## src/hdl/per_site_combined_lcg_shuffle_rng_defines.svh

```systemverilog
// -----------------------------------------------------------------------------
// per_site_combined_lcg_shuffle_rng_defines.svh
// Assertion macros shared by the per-site generator RTL. They expect clk and
// arst_n in the scope where they are used.
// -----------------------------------------------------------------------------
`ifndef PER_SITE_COMBINED_LCG_SHUFFLE_RNG_DEFINES_SVH
`define PER_SITE_COMBINED_LCG_SHUFFLE_RNG_DEFINES_SVH

// Same-cycle implication, checked outside reset.
`define PSRNG_ASSERT_IMPL(label, ante, cons, msg) \
	label: assert property (@(posedge clk) disable iff (!arst_n) (ante) |-> cons) \
		else $error(msg);

// Next-cycle implication, checked outside reset.
`define PSRNG_ASSERT_NEXT(label, ante, cons, msg) \
	label: assert property (@(posedge clk) disable iff (!arst_n) (ante) |=> cons) \
		else $error(msg);

`endif

```

## src/hdl/psrng_pkg.sv

```systemverilog
// -----------------------------------------------------------------------------
// psrng_pkg
// Types and constants of the per-site combined LCG generator with shuffle.
// -----------------------------------------------------------------------------
package psrng_pkg;

	// Command codes.
	localparam logic CMD_INIT = 1'b0;
	localparam logic CMD_DRAW = 1'b1;

	// First LCG: modulus 2^31 - 85, multiplier 40014.
	localparam logic [30:0] MOD1  = 31'd2147483563;
	localparam logic [15:0] MUL1  = 16'd40014;
	localparam logic [7:0]  FOLD1 = 8'd85;

	// Second LCG: modulus 2^31 - 249, multiplier 40692.
	localparam logic [30:0] MOD2  = 31'd2147483399;
	localparam logic [15:0] MUL2  = 16'd40692;
	localparam logic [7:0]  FOLD2 = 8'd249;

	// Combination and output bounds.
	localparam logic [30:0] MODM1      = 31'd2147483562;
	localparam logic [30:0] CLIP_BOUND = 31'd2147483305;
	localparam logic [30:0] HALF_BOUND = 31'd1073741782;

	// Input item of the request channel.
	typedef struct packed {
		logic        command;
		logic [7:0]  site;
		logic [23:0] global_index;
	} request_t;

	// Result item of the result channel.
	typedef struct packed {
		logic [30:0] raw_value;
		logic [30:0] deviate_numerator;
		logic        sign_negative;
	} result_t;

	// One entry of the per-site state memory.
	typedef struct packed {
		logic [30:0] first_lcg;
		logic [30:0] second_lcg;
		logic [30:0] last_output;
	} site_word_t;

	// Step request and response of the LCG pair unit.
	typedef struct packed {
		logic        valid;
		logic [30:0] x1;
		logic [30:0] x2;
	} lcg_req_t;

	typedef struct packed {
		logic        valid;
		logic [30:0] y1;
		logic [30:0] y2;
	} lcg_rsp_t;

	// Sequencer states.
	typedef enum logic [3:0] {
		ST_IDLE,
		ST_SEED_ISSUE,
		ST_SEED_WAIT,
		ST_DRAW_READ,
		ST_DRAW_START,
		ST_DRAW_WAIT,
		ST_DRAW_TREAD,
		ST_DRAW_WB,
		ST_DRAW_OUT
	} state_t;

endpackage

```

## src/hdl/psrng_lcg_pair.sv

```systemverilog
// -----------------------------------------------------------------------------
// psrng_lcg_pair
// Three-stage pipeline that advances both LCGs by one step: multiply, then
// two folds of the high part using 2^31 = c (mod 2^31 - c), then one subtract.
// -----------------------------------------------------------------------------
module psrng_lcg_pair (
	input  logic                clk,
	input  logic                arst_n,
	input  psrng_pkg::lcg_req_t req,
	output psrng_pkg::lcg_rsp_t rsp
);

	logic        v_s1, v_s2, v_s3;
	logic [46:0] p1_s1, p2_s1;
	logic [31:0] f1_s2, f2_s2;
	logic [30:0] y1_s3, y2_s3;

	// Second fold and final reduction into [0, m).
	function automatic logic [30:0] reduce(input logic [31:0] f, input logic [30:0] m,
		input logic [7:0] c);
		logic [31:0] g;
		g = {1'b0, f[30:0]} + (f[31] ? 32'(c) : 32'd0);
		return (g >= 32'(m)) ? 31'(g - 32'(m)) : g[30:0];
	endfunction

	// Valid bits of the pipeline.
	always_ff @(posedge clk or negedge arst_n) begin
		if (!arst_n) begin
			v_s1 <= 1'b0;
			v_s2 <= 1'b0;
			v_s3 <= 1'b0;
		end else begin
			v_s1 <= req.valid;
			v_s2 <= v_s1;
			v_s3 <= v_s2;
		end
	end

	// Data path: product, first fold, reduction.
	always_ff @(posedge clk) begin
		p1_s1 <= 47'(req.x1) * 47'(psrng_pkg::MUL1);
		p2_s1 <= 47'(req.x2) * 47'(psrng_pkg::MUL2);
		f1_s2 <= 32'(p1_s1[46:31]) * 32'(psrng_pkg::FOLD1) + 32'(p1_s1[30:0]);
		f2_s2 <= 32'(p2_s1[46:31]) * 32'(psrng_pkg::FOLD2) + 32'(p2_s1[30:0]);
		y1_s3 <= reduce(f1_s2, psrng_pkg::MOD1, psrng_pkg::FOLD1);
		y2_s3 <= reduce(f2_s2, psrng_pkg::MOD2, psrng_pkg::FOLD2);
	end

	assign rsp.valid = v_s3;
	assign rsp.y1    = y1_s3;
	assign rsp.y2    = y2_s3;

endmodule

```

## config.mk

```make
export PLATFORM = sky130hd
export DESIGN_NAME = psrng_lcg_pair
export DESIGN_NICKNAME = d
export VERILOG_FILES = /design/src/hdl/per_site_combined_lcg_shuffle_rng_defines.svh /design/src/hdl/psrng_pkg.sv /design/src/hdl/psrng_lcg_pair.sv
export SDC_FILE = /design/constraint.sdc
export NUM_CORES = 2
export LEC_CHECK = 0
export CAP_MARGIN = 20
export CORE_MARGIN = 4
export CORE_UTILIZATION = 41
export DETAILED_ROUTE_END_ITERATION = 10
export DONT_BUFFER_PORTS = 1
export PLACE_DENSITY_LB_ADDON = 0.2
export SYNTH_ARGS = -nofsm -noshare
export SYNTH_HDL_FRONTEND = slang
export SYNTH_SLANG_ARGS = --single-unit
export TNS_END_PERCENT = 50
```

## constraint.sdc

```tcl
create_clock -name clk -period 6.1 [get_ports clk]
set_input_delay 0.61 -clock clk [delete_from_list [all_inputs] [get_ports clk]]
set_output_delay 0.61 -clock clk [all_outputs]
set_load 0.02 [all_outputs]
```

==> impl_metrics.env <==
export IMPL_finalHoldViolations=0
export IMPL_io_buffers=0
export IMPL_final_util_pct=44.6
export IMPL_ios=128
export IMPL_synthFlopType="dfxtp_1"
export IMPL_antenna_left=0
export IMPL_worstMarginPinSlew_ps=988
export IMPL_grt_pass1_wl_um=111000
export IMPL_synthCells=2963
export IMPL_fin_ws_ps=431
export IMPL_path_class="in2reg"
export IMPL_grt_usage_pct=18.2
export IMPL_yosys_warnings=0
export IMPL_pre_cts_ws_ps=-96.4
export IMPL_holdPathStages=0
export IMPL_hold_path_class="in2reg"
export IMPL_drtIter0Drc=923
export IMPL_critPathCaptureType="register"
export IMPL_cts_sinks=220
export IMPL_placed_cells=3908
export IMPL_finClkSkew_ps=8.62
export IMPL_hold_buffers=1
export IMPL_antenna_cells=0
export IMPL_start_util_pct=41.3
export IMPL_synth_cell_type_count=82
export IMPL_synthesis_area_um2=28900
export IMPL_rsz0062_at_grt="false"
export IMPL_r2r_start="p2_s1[33]"
export IMPL_crit_fanout=7
export IMPL_synth_edff_count=0
export IMPL_syn2layout_area_growth_pct=7.99
export IMPL_reg2reg_depth=16
export IMPL_drcViolationCount=0
export IMPL_die_height_um=273
export IMPL_vias=19600
export IMPL_r2r_end="f2_s2[31]"
export IMPL_critPathLaunchType="input port"
export IMPL_clk_pin_slew_worst_paths_ps=60
export IMPL_max_freq_ghz=0.176
export IMPL_synth_seq_area_share_pct=15.3
export IMPL_cts_resized=0
export IMPL_postSynthAreaPerCell_um2=9.75
export IMPL_cts_max_level=1
export IMPL_design_core_area_um2=69900
export IMPL_setup_violations_final=0
export IMPL_post_cts_buffers=0
export IMPL_cts_root_buf="clkbuf_16"
export IMPL_cts_buffer_depth=3
export IMPL_slowest_stage="fa_1"
export IMPL_grt_max_degree=15
export IMPL_final_common_cell="inv_1"
export IMPL_cts_buffers=26
export IMPL_tns_ps=0
export IMPL_nNetsFinal=3971
export IMPL_placementRows=97
export IMPL_period_needed_ps=5670
export IMPL_ys_ff_latch=220
export IMPL_min_period_over_period_pct=92.9
export IMPL_routedWlPerCell_um=16.6
export IMPL_fp_dieW_um=273
export IMPL_crit_top_cell="fa_1"
export IMPL_dieArea_um2=74800
export IMPL_cp_data_required_time_ps=6560
export IMPL_fin_cells=3957
export IMPL_grt_overflow=0
export IMPL_drv_cap=0
export IMPL_vias_per_cell=4.96
export IMPL_layout_drive_gt1_share_pct=4.01
export IMPL_cts_tree="yes"
export IMPL_drv_slew=0
export IMPL_drtPass1Iterations=5
export IMPL_relSlewSlack_pct=34.2
export IMPL_dpl_hpwl_um=58800
export IMPL_async_reset_ff_share_pct=1.36
export IMPL_path_cells="fa_1, inv_1, fa_1, fa_1, inv_1, fa_1, fa_1, inv_1, fa_1, inv_1, ha_1, buf_4, nand2_1, o21ai_0, a311oi_1, nand3_1, a41oi_1, o21ai_0, a21bo_2, a31oi_1, xnor2_1"
export IMPL_worstHoldStart="req[62]"
export IMPL_worst_path_largest_cell_delay_ps=560
export IMPL_grt_pass1_vias=21200
export IMPL_reg2reg_slack_ps=740
export IMPL_status="finished clean"
export IMPL_final_cell_mix="714 x inv_1, 462 x ha_1, 447 x fa_1, 217 x dfxtp_1, 138 x nor2_1"
export IMPL_critPathArrivalTime_ps=6130
export IMPL_gp_congestion=0.898
export IMPL_drt_wl_total_um=65700
export IMPL_grt_antenna_before_repair=2
export IMPL_synth_net_count=3937
export IMPL_clk_latency_ps=540
export IMPL_min_to="v_s1"
[layout make-up]
class	instances	area, um2
fill	6715	38700
multi-input combinational	1995	21700
clock inverter	18	253
tap	940	1180
sequential	220	4420
inverter	714	2680
clock buffer	30	717
timing repair buffer	40	303
[state kept, by name, summed over array words and instances, names as in the netlist]
signal and count:
f1_s2 32, p1_s1 46, y2_s3 31, p2_s1 45, v_s1 1, v_s3 1, y1_s3 31, f2_s2 32
v_s2 1
[worst max-delay path: cells and delay by family]
family                   cells  cell delay (ps)
AO/OA/AOI/OAI                6             1480
XOR/XNOR                     1              140
adder cells (fa/ha/maj)      7             3220
buffers and inverters        5              420
AND/OR/NAND/NOR              2              260
[cells in the mapped netlist (all sizes together) (14+ instances only)]
master / number / share of area, %
ha: 462 / 20
fa: 447 / 31
nand4: 35 / 0.76
clkbuf: 26 / 0.34
o21a: 20 / 0.52
a21o: 57 / 1.5
o21ai: 59 / 1.0
nor2: 138 / 1.8
xor2: 63 / 1.9
and3: 26 / 0.56
o21bai: 21 / 0.55
nor3: 38 / 0.71
nand2: 95 / 1.3
inv: 714 / 9.3
a21oi: 116 / 2.0
xnor2: 122 / 3.7
dfxtp: 217 / 15
a21boi: 14 / 0.36
nand3: 47 / 0.81
a31oi: 21 / 0.51
nor2b: 15 / 0.32
nand2b: 18 / 0.39
[logic make-up after synthesis]
kind of cell,after synthesis,share of synthesized area (%)
DFF,220,15.3
buffers and inverters,748,9.76
xor gates and xnor gates,185,5.61
adders and majority gates,909,51.0
AOI/OAI and AO/OA,400,9.27
muxes,8,0.299
and+or+nand+nor,493,8.80
[routing by layer]
metal / global-route usage (%) / up-vias / wire, um
met1: 26.8 / 9609 / 33100
met5: 0 / - / 0
met3: 2.66 / 66 / 3060
met4: 2.52 / 0 / 772
met2: 29.0 / 350 / 28800
li1: - / 9587 / -
[how the worst max path moves through the flow]
stage | from | slack, ps | to | cells past startpoint
after global placement | req[3] | -30 | p2_s1[39] | 21
after global routing | req[5] | 130 | p2_s1[31] | 21
after CTS | req[3] | 460 | p2_s1[39] | 21
after floorplan | req[3] | 30 | p2_s1[32] | 20
after detailed placement | req[3] | -100 | p2_s1[39] | 21
final | req[3] | 430 | p2_s1[39] | 21
[metrics by stage]
step	instance area, um2	hold WS (ps)
2_1_floorplan	28900	314
3_3_place_gp	30200	314
3_5_place_dp	30200	314
4_1_cts	31200	57.8
5_1_grt	31200	60.8
6_report	31200	98.1
Power is left out: the tool's default activity adds up to more than one toggle a clock period on the data nets, which glitch-free logic cannot reach.
