<file path="src/hdl/per_site_combined_lcg_shuffle_rng_defines.svh">
// -----------------------------------------------------------------------------
// per_site_combined_lcg_shuffle_rng_defines.svh
// Assertion macros shared by the per-site generator RTL. They expect clk and
// arst_n in the scope where they are used.
// -----------------------------------------------------------------------------
`ifndef PER_SITE_COMBINED_LCG_SHUFFLE_RNG_DEFINES_SVH
`define PER_SITE_COMBINED_LCG_SHUFFLE_RNG_DEFINES_SVH

// Same-cycle implication, checked outside reset.
`define PSRNG_ASSERT_IMPL(label, ante, cons, msg) \
	label: assert property (@(posedge clk) disable iff (!arst_n) (ante) |-> cons) \
		else $error(msg);

// Next-cycle implication, checked outside reset.
`define PSRNG_ASSERT_NEXT(label, ante, cons, msg) \
	label: assert property (@(posedge clk) disable iff (!arst_n) (ante) |=> cons) \
		else $error(msg);

`endif

</file>
<file path="src/hdl/psrng_slot_div.sv">
// -----------------------------------------------------------------------------
// psrng_slot_div
// Reciprocal multiplication that turns the previous output into a shuffle-table
// slot, with the slot saturated at NTAB-1. The slot is taken from the
// registered product and holds until the next start.
// -----------------------------------------------------------------------------
module psrng_slot_div #(
	parameter int NTAB = 32
) (
	input  logic                      clk,
	input  logic                      arst_n,
	input  logic                      start,
	input  logic [30:0]               dividend,
	output logic                      done,
	output logic [$clog2(NTAB)-1:0]   slot
);

	localparam int     SLOT_W   = $clog2(NTAB);
	localparam int     QW       = SLOT_W + 1;
	localparam longint DIVISOR  = 1 + (longint'(2147483562) / NTAB);
	// Reciprocal scaled so that the quotient is exact for every 31-bit dividend.
	localparam int     REC_L    = $clog2(DIVISOR);
	localparam int     SHIFT    = 31 + REC_L;
	localparam longint RECIP    = ((longint'(1) << SHIFT) / DIVISOR) + 1;
	localparam logic [31:0]       RECIP_C  = 32'(RECIP);
	localparam logic [QW-1:0]     NTAB_Q   = QW'(NTAB);
	localparam logic [SLOT_W-1:0] SLOT_MAX = SLOT_W'(NTAB - 1);

	logic          busy_q;
	logic [62:0]   prod_q;
	logic [QW-1:0] quo;

	// Busy for the one cycle in which the product is formed.
	always_ff @(posedge clk or negedge arst_n) begin
		if (!arst_n) begin
			busy_q <= 1'b0;
		end else begin
			busy_q <= start;
		end
	end

	// Product of the dividend and the scaled reciprocal.
	always_ff @(posedge clk) begin
		if (start) begin
			prod_q <= 63'(dividend) * 63'(RECIP_C);
		end
	end

	assign quo  = QW'(prod_q >> SHIFT);
	assign done = !busy_q;
	assign slot = (quo >= NTAB_Q) ? SLOT_MAX : quo[SLOT_W-1:0];

endmodule

</file>
<file path="config.mk">
export PLATFORM = sky130hd
export DESIGN_NAME = psrng_slot_div
export DESIGN_NICKNAME = d
export VERILOG_FILES = /design/src/hdl/per_site_combined_lcg_shuffle_rng_defines.svh /design/src/hdl/psrng_slot_div.sv
export SDC_FILE = /design/constraint.sdc
export NUM_CORES = 1
export LEC_CHECK = 0
export ABC_AREA = 0
export BUFFER_PORTS_ARGS = -buffer_cell sky130_fd_sc_hd__buf_2
export CAP_MARGIN = 15
export CORE_MARGIN = 3
export CORE_UTILIZATION = 42
export CTS_CLUSTER_DIAMETER = 60
export CTS_CLUSTER_SIZE = 20
export DETAILED_ROUTE_END_ITERATION = 10
export PLACE_DENSITY = 0.69
export REMOVE_ABC_BUFFERS = 1
export SLEW_MARGIN = 20
export SYNTH_ARGS = -nofsm -noshare
export SYNTH_HDL_FRONTEND = slang
export SYNTH_SLANG_ARGS = --single-unit
</file>
<file path="constraint.sdc">
create_clock -name clk -period 0.9 [get_ports clk]
set_input_delay 0.18 -clock clk [delete_from_list [all_inputs] [get_ports clk]]
set_output_delay 0.18 -clock clk [all_outputs]
set_load 0.1 [all_outputs]
</file>
==> results of run 1 <==
## timing repair
item / in CTS / in global routing
pin swaps: 41 / 31
setup buffers: 1 / 3
gates resized for setup: 64 / 25
setup endpoints to repair: 12 / 12
hold buffers: 1 / 0
hold endpoints to repair: 1 / 0
## layer usage
layer  GRT usage (%)  up-vias  share of wire (%)
li1                -     1106                  -
met1            22.9     1027                 43
met2            34.1       50                 52
met3            2.47       14                3.4
met4            5.85        0                1.9
met5               0        -                  0
## through the flow
stage / hold WS [ns] / utilization, % / cell area [um^2] / cells / TNS (ns)
after detailed placement: -0.0439 / 54.7 / 3080 / 383 / -17.41
after global placement: -0.0456 / 54.7 / 3080 / 383 / -17.13
final: 0.180 / 65.7 / 3710 / 392 / -15.55
after global routing: 0.180 / 65.7 / 3710 / 392 / -16.58
after floorplan: -0.116 / - / 2520 / 237 / -14.53
after CTS: 0.175 / 62.0 / 3500 / 389 / -15.32
## power by group through the flow
stage,sequential (mW),combinational (mW),clock (mW)
final,0.390,2.35,0.449
after global routing,0.392,2.64,0.474
after CTS,0.389,2.12,0.454
after detailed placement,0.391,1.75,0
after global placement,0.390,1.67,0
after floorplan,0.388,1.14,0
## critical path, stage by stage
cell	delay (ns)
buf_8	0.10
ha_4	0.15
ha_4	0.21
ha_4	0.15
fa_2	0.56
ha_4	0.21
ha_4	0.16
ha_4	0.25
nand4_1	0.09
nor3_2	0.19
o211ai_2	0.16
a2111oi_4	0.36
o2111ai_2	0.17
xnor2_1	0.15
## worst max path at each step
stage,from,depth (start not counted),end,slack [ns]
2_1_floorplan,dividend[9],13,prod_q[58],-2.39
3_3_place_gp,dividend[9],14,prod_q[58],-2.66
3_5_place_dp,dividend[24],13,prod_q[58],-2.70
4_1_cts,dividend[15],14,prod_q[58],-2.25
5_1_grt,dividend[15],13,prod_q[58],-2.36
6_report,dividend[9],14,prod_q[58],-2.23
## layout make-up
cell class                 instances  area share, %
inverter                           9          0.911
sequential                         7           5.53
multi-input combinational        221           73.4
tap                               72           2.43
timing repair buffer              79           16.5
clock buffer                       4           1.21
## sequential cells by signal, summed over array words and instances (netlist names)
name    flops
busy_q      1
prod_q      6
## cells in the final DEF, fill, tap and decap left out, types with 3 or more instances in the layout
master	Yosys	layout
ha_1	131	101
buf_4	0	39
buf_2	0	30
ha_4	0	26
nand4_1	9	9
a21oi_1	9	8
inv_1	9	7
nand2_1	6	6
buf_12	0	6
edfxtp_1	6	6
nand3_1	6	5
nor2_1	6	5
xnor2_1	5	5
or2_4	0	5
o21ai_0	5	4
ha_2	0	4
and2_1	3	3
o2111ai_2	2	3
o211ai_1	3	3
fa_2	0	3
clkbuf_8	0	3
## cells in the mapped netlist (2+ instances only)
library cell,count
ha_1,131
a21oi_1,9
inv_1,9
nand4_1,9
edfxtp_1,6
nand2_1,6
nand3_1,6
nor2_1,6
o21ai_0,5
or2_2,5
xnor2_1,5
fa_1,4
a211oi_1,3
and2_1,3
nor3_1,3
o211ai_1,3
a31oi_1,2
o2111ai_2,2
o21ai_1,2
o21bai_1,2
## cells by family (layout without fill, tap and decap cells)
group,Yosys count,count (layout)
AO/OA/AOI/OAI,39,39
XOR/XNOR,5,5
adder cells (fa/ha/maj),135,135
buffers and inverters,9,92
flip-flops,7,7
AND/OR/NAND/NOR,42,42
==> out/metrics.yaml, run 1 <==
hold_viol: 0
hpwl_um: 5280
grt-ovfl-total: 0
yosys.area_share.simple_pct: 9.03
cp_max_fo: 2
synth_compound_area_share_pct: 11.6
p_leak_nw: 1.81
synth_top_cell_by_area: "ha_1"
p_switching_mw: 1.36
nNetsFinal: 490
place_ws_ns: -2.70
internal_power_mw: 1.83
drv_slew: 0
powerDensity_mw_per_mm2: 860
synthTopCellsByArea: "ha_1 65%, edfxtp_1 7.1%, fa_1 3.2%"
ys.flop_type: "edfxtp_1"
critPathArrivalTime_ns: 3.11
p_sw_share_pct: 42.5
port-buffer-count: 39
avgSynthCellArea_um2: 10.6
grt_max_degree: 8
combPwrFrac_pct: 73.7
cts.sinks: 7
synthAdderAreaFrac_pct: 68.2
path_clk_slew_ns: 0.04
routed_via_density: 5.60
fin_crit_sh_pct: 347
initial_utilization_pct: 44.7
clockPowerShare_pct: 14.1
ys_seq_area_share_pct: 8.14
setup_viol: 12
syn_inst: 237
via_count: 2197
synth_mux_area_share_pct: 0
drc_errors: 0
clock_path_buffers: 2
synthXorXnorAreaFrac_pct: 1.74
worstMarginPinSlew_ns: 0.334
layout-drive-gt1-share_pct: 43.1
end_kind: "flip-flop"
period_minus_slack_ns: 3.13
cts_buffers: 3
maxCapViolations: 0
holdPathStages: 1
status: "complete, but fails checks"
antenna_found_initial: 0
violations: "setup timing"
io_pins: 40
die_x_um: 83.5
area_growth_pct: 47.1
die-area_mm2: 0.00697
p_seq_share_pct: 12.2
hold_end: "busy_q"
row_count: 27
cts_htree_levels: 1
fillers: 416
die-height_um: 83.5
grt_pass1_vias: 2350
first_iter_violations: 60
crit_type: "in -> reg"
hp-class: "in -> reg"
hp-start: "start"
multi_input_area_mm2: 0.00272
p_total_mw: 3.19
rsz0062_at_grt: "true"
root_buffer: "clkbuf_8"
start_kind: "input pin"
yosysTopAreaCellShare_pct: 65.0
ys_ff_latch: 7
synthArstFlopShare_pct: 14.3
cts_tree: "done"
fin_ws_ns: -2.23
required_ns: 0.88
max_freq_mhz: 320
synth_cell_types: 36
grt_usage_pct: 18.8
relSlewSlack_pct: 77.6
core_mm2: 0.00564
seq_area_um2: 205
gp_congestion: 0.891
synth_top_family_by_area: "adder cells"
synth_edf_count: 6
antennaDiodeCount: 0
wire_per_inst_um: 16.9
wirelength_um: 6630
drtPass1Iterations: 4
ys_warn_count: 0
ir_drop_v: 0.000616
synth_area_mm2: 0.00252
antenna_left: 0
grt_pass1_wl_um: 10600
(Power assumes the default switching activity.)
==> run 2: changes to the inputs <==
- CTS_BUF_LIST: default -> sky130_fd_sc_hd__clkbuf_16
==> out/metrics.yaml, run 2 (synthesis results as in run 1) <==
status: "complete, but fails checks"
violations: "setup timing"
crit_type: "in -> reg"
cts.sinks: 7  # unchanged
path_clk_slew_ns: 0.04  # about the same
cp_max_fo: 2  # unchanged
row_count: 27  # unchanged
end_kind: "flip-flop"
grt_usage_pct: 18.4  # -0.37 points
drc_errors: 0  # unchanged
p_leak_nw: 1.83  # +1.1%
grt_pass1_wl_um: 10500  # -1.1%
worstMarginPinSlew_ns: 0.330  # -0.00408 ns
port-buffer-count: 39  # unchanged
wire_per_inst_um: 16.5  # -2.3%
rsz0062_at_grt: "true"
regMostFlops: "prod_q"
io_pins: 40  # unchanged
nNetsFinal: 490  # unchanged
critPathArrivalTime_ns: 3.10  # about the same
start_kind: "input pin"
period_minus_slack_ns: 3.13  # +0.000460 ns
largest_reg_flops: 6  # unchanged
drtPass1Iterations: 4  # unchanged
max_freq_mhz: 320  # about the same
top_regs: "prod_q: 6 flops, busy_q: 1 flops"
ir_drop_v: 0.000914  # +48%
hp-class: "in -> reg"
initial_utilization_pct: 44.7  # unchanged
internal_power_mw: 2.09  # +14%
root_buffer: "clkbuf_16"
setup_viol: 12  # unchanged
routed_via_density: 5.58  # -0.36%
hpwl_um: 5280  # unchanged
combPwrFrac_pct: 67.5  # -6.2 points
hold_viol: 0  # unchanged
core_mm2: 0.00564  # unchanged
relSlewSlack_pct: 77.9  # +0.27 points
antenna_found_initial: 0  # unchanged
clockPowerShare_pct: 21.2  # +7.1 points
final_cell_mix: "102 x ha_1, 38 x buf_4, 31 x buf_2"
die_x_um: 83.5  # unchanged
cts_buffers: 3  # unchanged
grt_pass1_vias: 2328  # -0.94%
p_total_mw: 3.45  # +8.2%
cts_tree: "done"
area_growth_pct: 47.8
drv_slew: 0  # unchanged
gp_congestion: 0.891  # unchanged
final_common_cell: "ha_1"
fin_crit_sh_pct: 347  # about the same
grt-ovfl-total: 0  # unchanged
wirelength_um: 6480  # -2.3%
whs_ns: 0.180  # +0.000528 ns
p_switching_mw: 1.36  # +0.14%
die-area_mm2: 0.00697  # unchanged
required_ns: 0.88  # about the same
layout-drive-gt1-share_pct: 42.8  # -0.31 points
fin_ws_ns: -2.23  # -0.000460 ns
die-height_um: 83.5  # unchanged
cts_htree_levels: 1  # unchanged
p_sw_share_pct: 39.4  # -3.2 points
via_count: 2189  # -0.36%
clock_path_buffers: 2  # unchanged
maxCapViolations: 0  # unchanged
antenna_left: 0  # unchanged
p_seq_share_pct: 11.3  # -0.9 points
antennaDiodeCount: 0  # unchanged
grt_max_degree: 8  # unchanged
powerDensity_mw_per_mm2: 926  # +7.6%
first_iter_violations: 76  # +27%
-- run 2: changes by cell type in the layout (fill, tap and decap cells not counted) --
cell / delta
buf_2: +1
buf_4: -1
clkbuf_1: -1
clkbuf_16: +3
clkbuf_8: -3
ha_1: +1
ha_2: -1
inv_2: +1
nor2_1: +1
nor2_2: -1
o21ai_2: +1
o21ai_4: -1
-- run 2: final cells by class --
type / instances / area (um^2)
multi-input combinational: 221 / 2710
fill: 410 / 1910
timing repair buffer: 79 / 608
sequential: 7 / 205
tap: 72 / 90.1
clock buffer: 3 / 75.1
inverter: 9 / 33.8
clock inverter: 1 / 3.75
-- run 2: metrics by stage --
| stage | TNS [ns] | std cells | instance area [um^2] | worst slack (ns) | util, % |
|---|---|---|---|---|---|
| 3_5_place_dp | -17.41 | 383 | 3080 | -2.70 | 54.7 |
| 2_1_floorplan | -14.53 | 237 | 2520 | -2.39 | - |
| 4_1_cts | -15.32 | 389 | 3520 | -2.26 | 62.4 |
| 5_1_grt | -16.45 | 392 | 3730 | -2.36 | 66.1 |
| 6_report | -15.47 | 392 | 3730 | -2.23 | 66.1 |
| 3_3_place_gp | -17.13 | 383 | 3080 | -2.66 | 54.7 |
-- run 2: what timing repair did --
item / CTS / global route
setup endpoints to repair: 12 / 12
hold endpoints to repair: 1 / 0
hold buffers: 1 / 0
buffers inserted: 1 / 3
gates resized for setup: 62 / 25
pin swaps: 39 / 22
-- run 2: critical path, stage by stage --
cell,delay (ns)
buf_8,0.10
ha_4,0.15
ha_4,0.21
ha_4,0.15
fa_2,0.56
ha_4,0.21
ha_4,0.16
ha_4,0.25
nand4_1,0.09
nor3_2,0.19
o211ai_2,0.17
a2111oi_4,0.36
o2111ai_2,0.17
xnor2_1,0.14
-- run 2: power groups by stage --
stage          sequential [mW]  clock [mW]  combinational [mW]
2_1_floorplan            0.388           0                1.14
3_3_place_gp             0.390           0                1.67
3_5_place_dp             0.391           0                1.75
4_1_cts                  0.389       0.735                2.11
5_1_grt                  0.393       0.760                2.63
6_report                 0.391       0.731                2.33
-- run 2: path summary, 6_finish.rpt --
path	from	end	slack [ns]	cells past startpoint
worst max-delay path	dividend[9]	prod_q[58]	-2.23	14
min in group asynchronous	arst_n	busy_q	0.27	2
max in group asynchronous	arst_n	busy_q	0.55	2
worst min-delay path	start	busy_q	0.18	1
-- run 2: metal layers --
metal | track usage [%] | vias up | part of all wire, %
li1 | - | 1107 | -
met1 | 22.9 | 1021 | 42
met2 | 33.5 | 47 | 52
met3 | 2.17 | 14 | 3.6
met4 | 4.82 | 0 | 2.1
met5 | 0 | - | 0
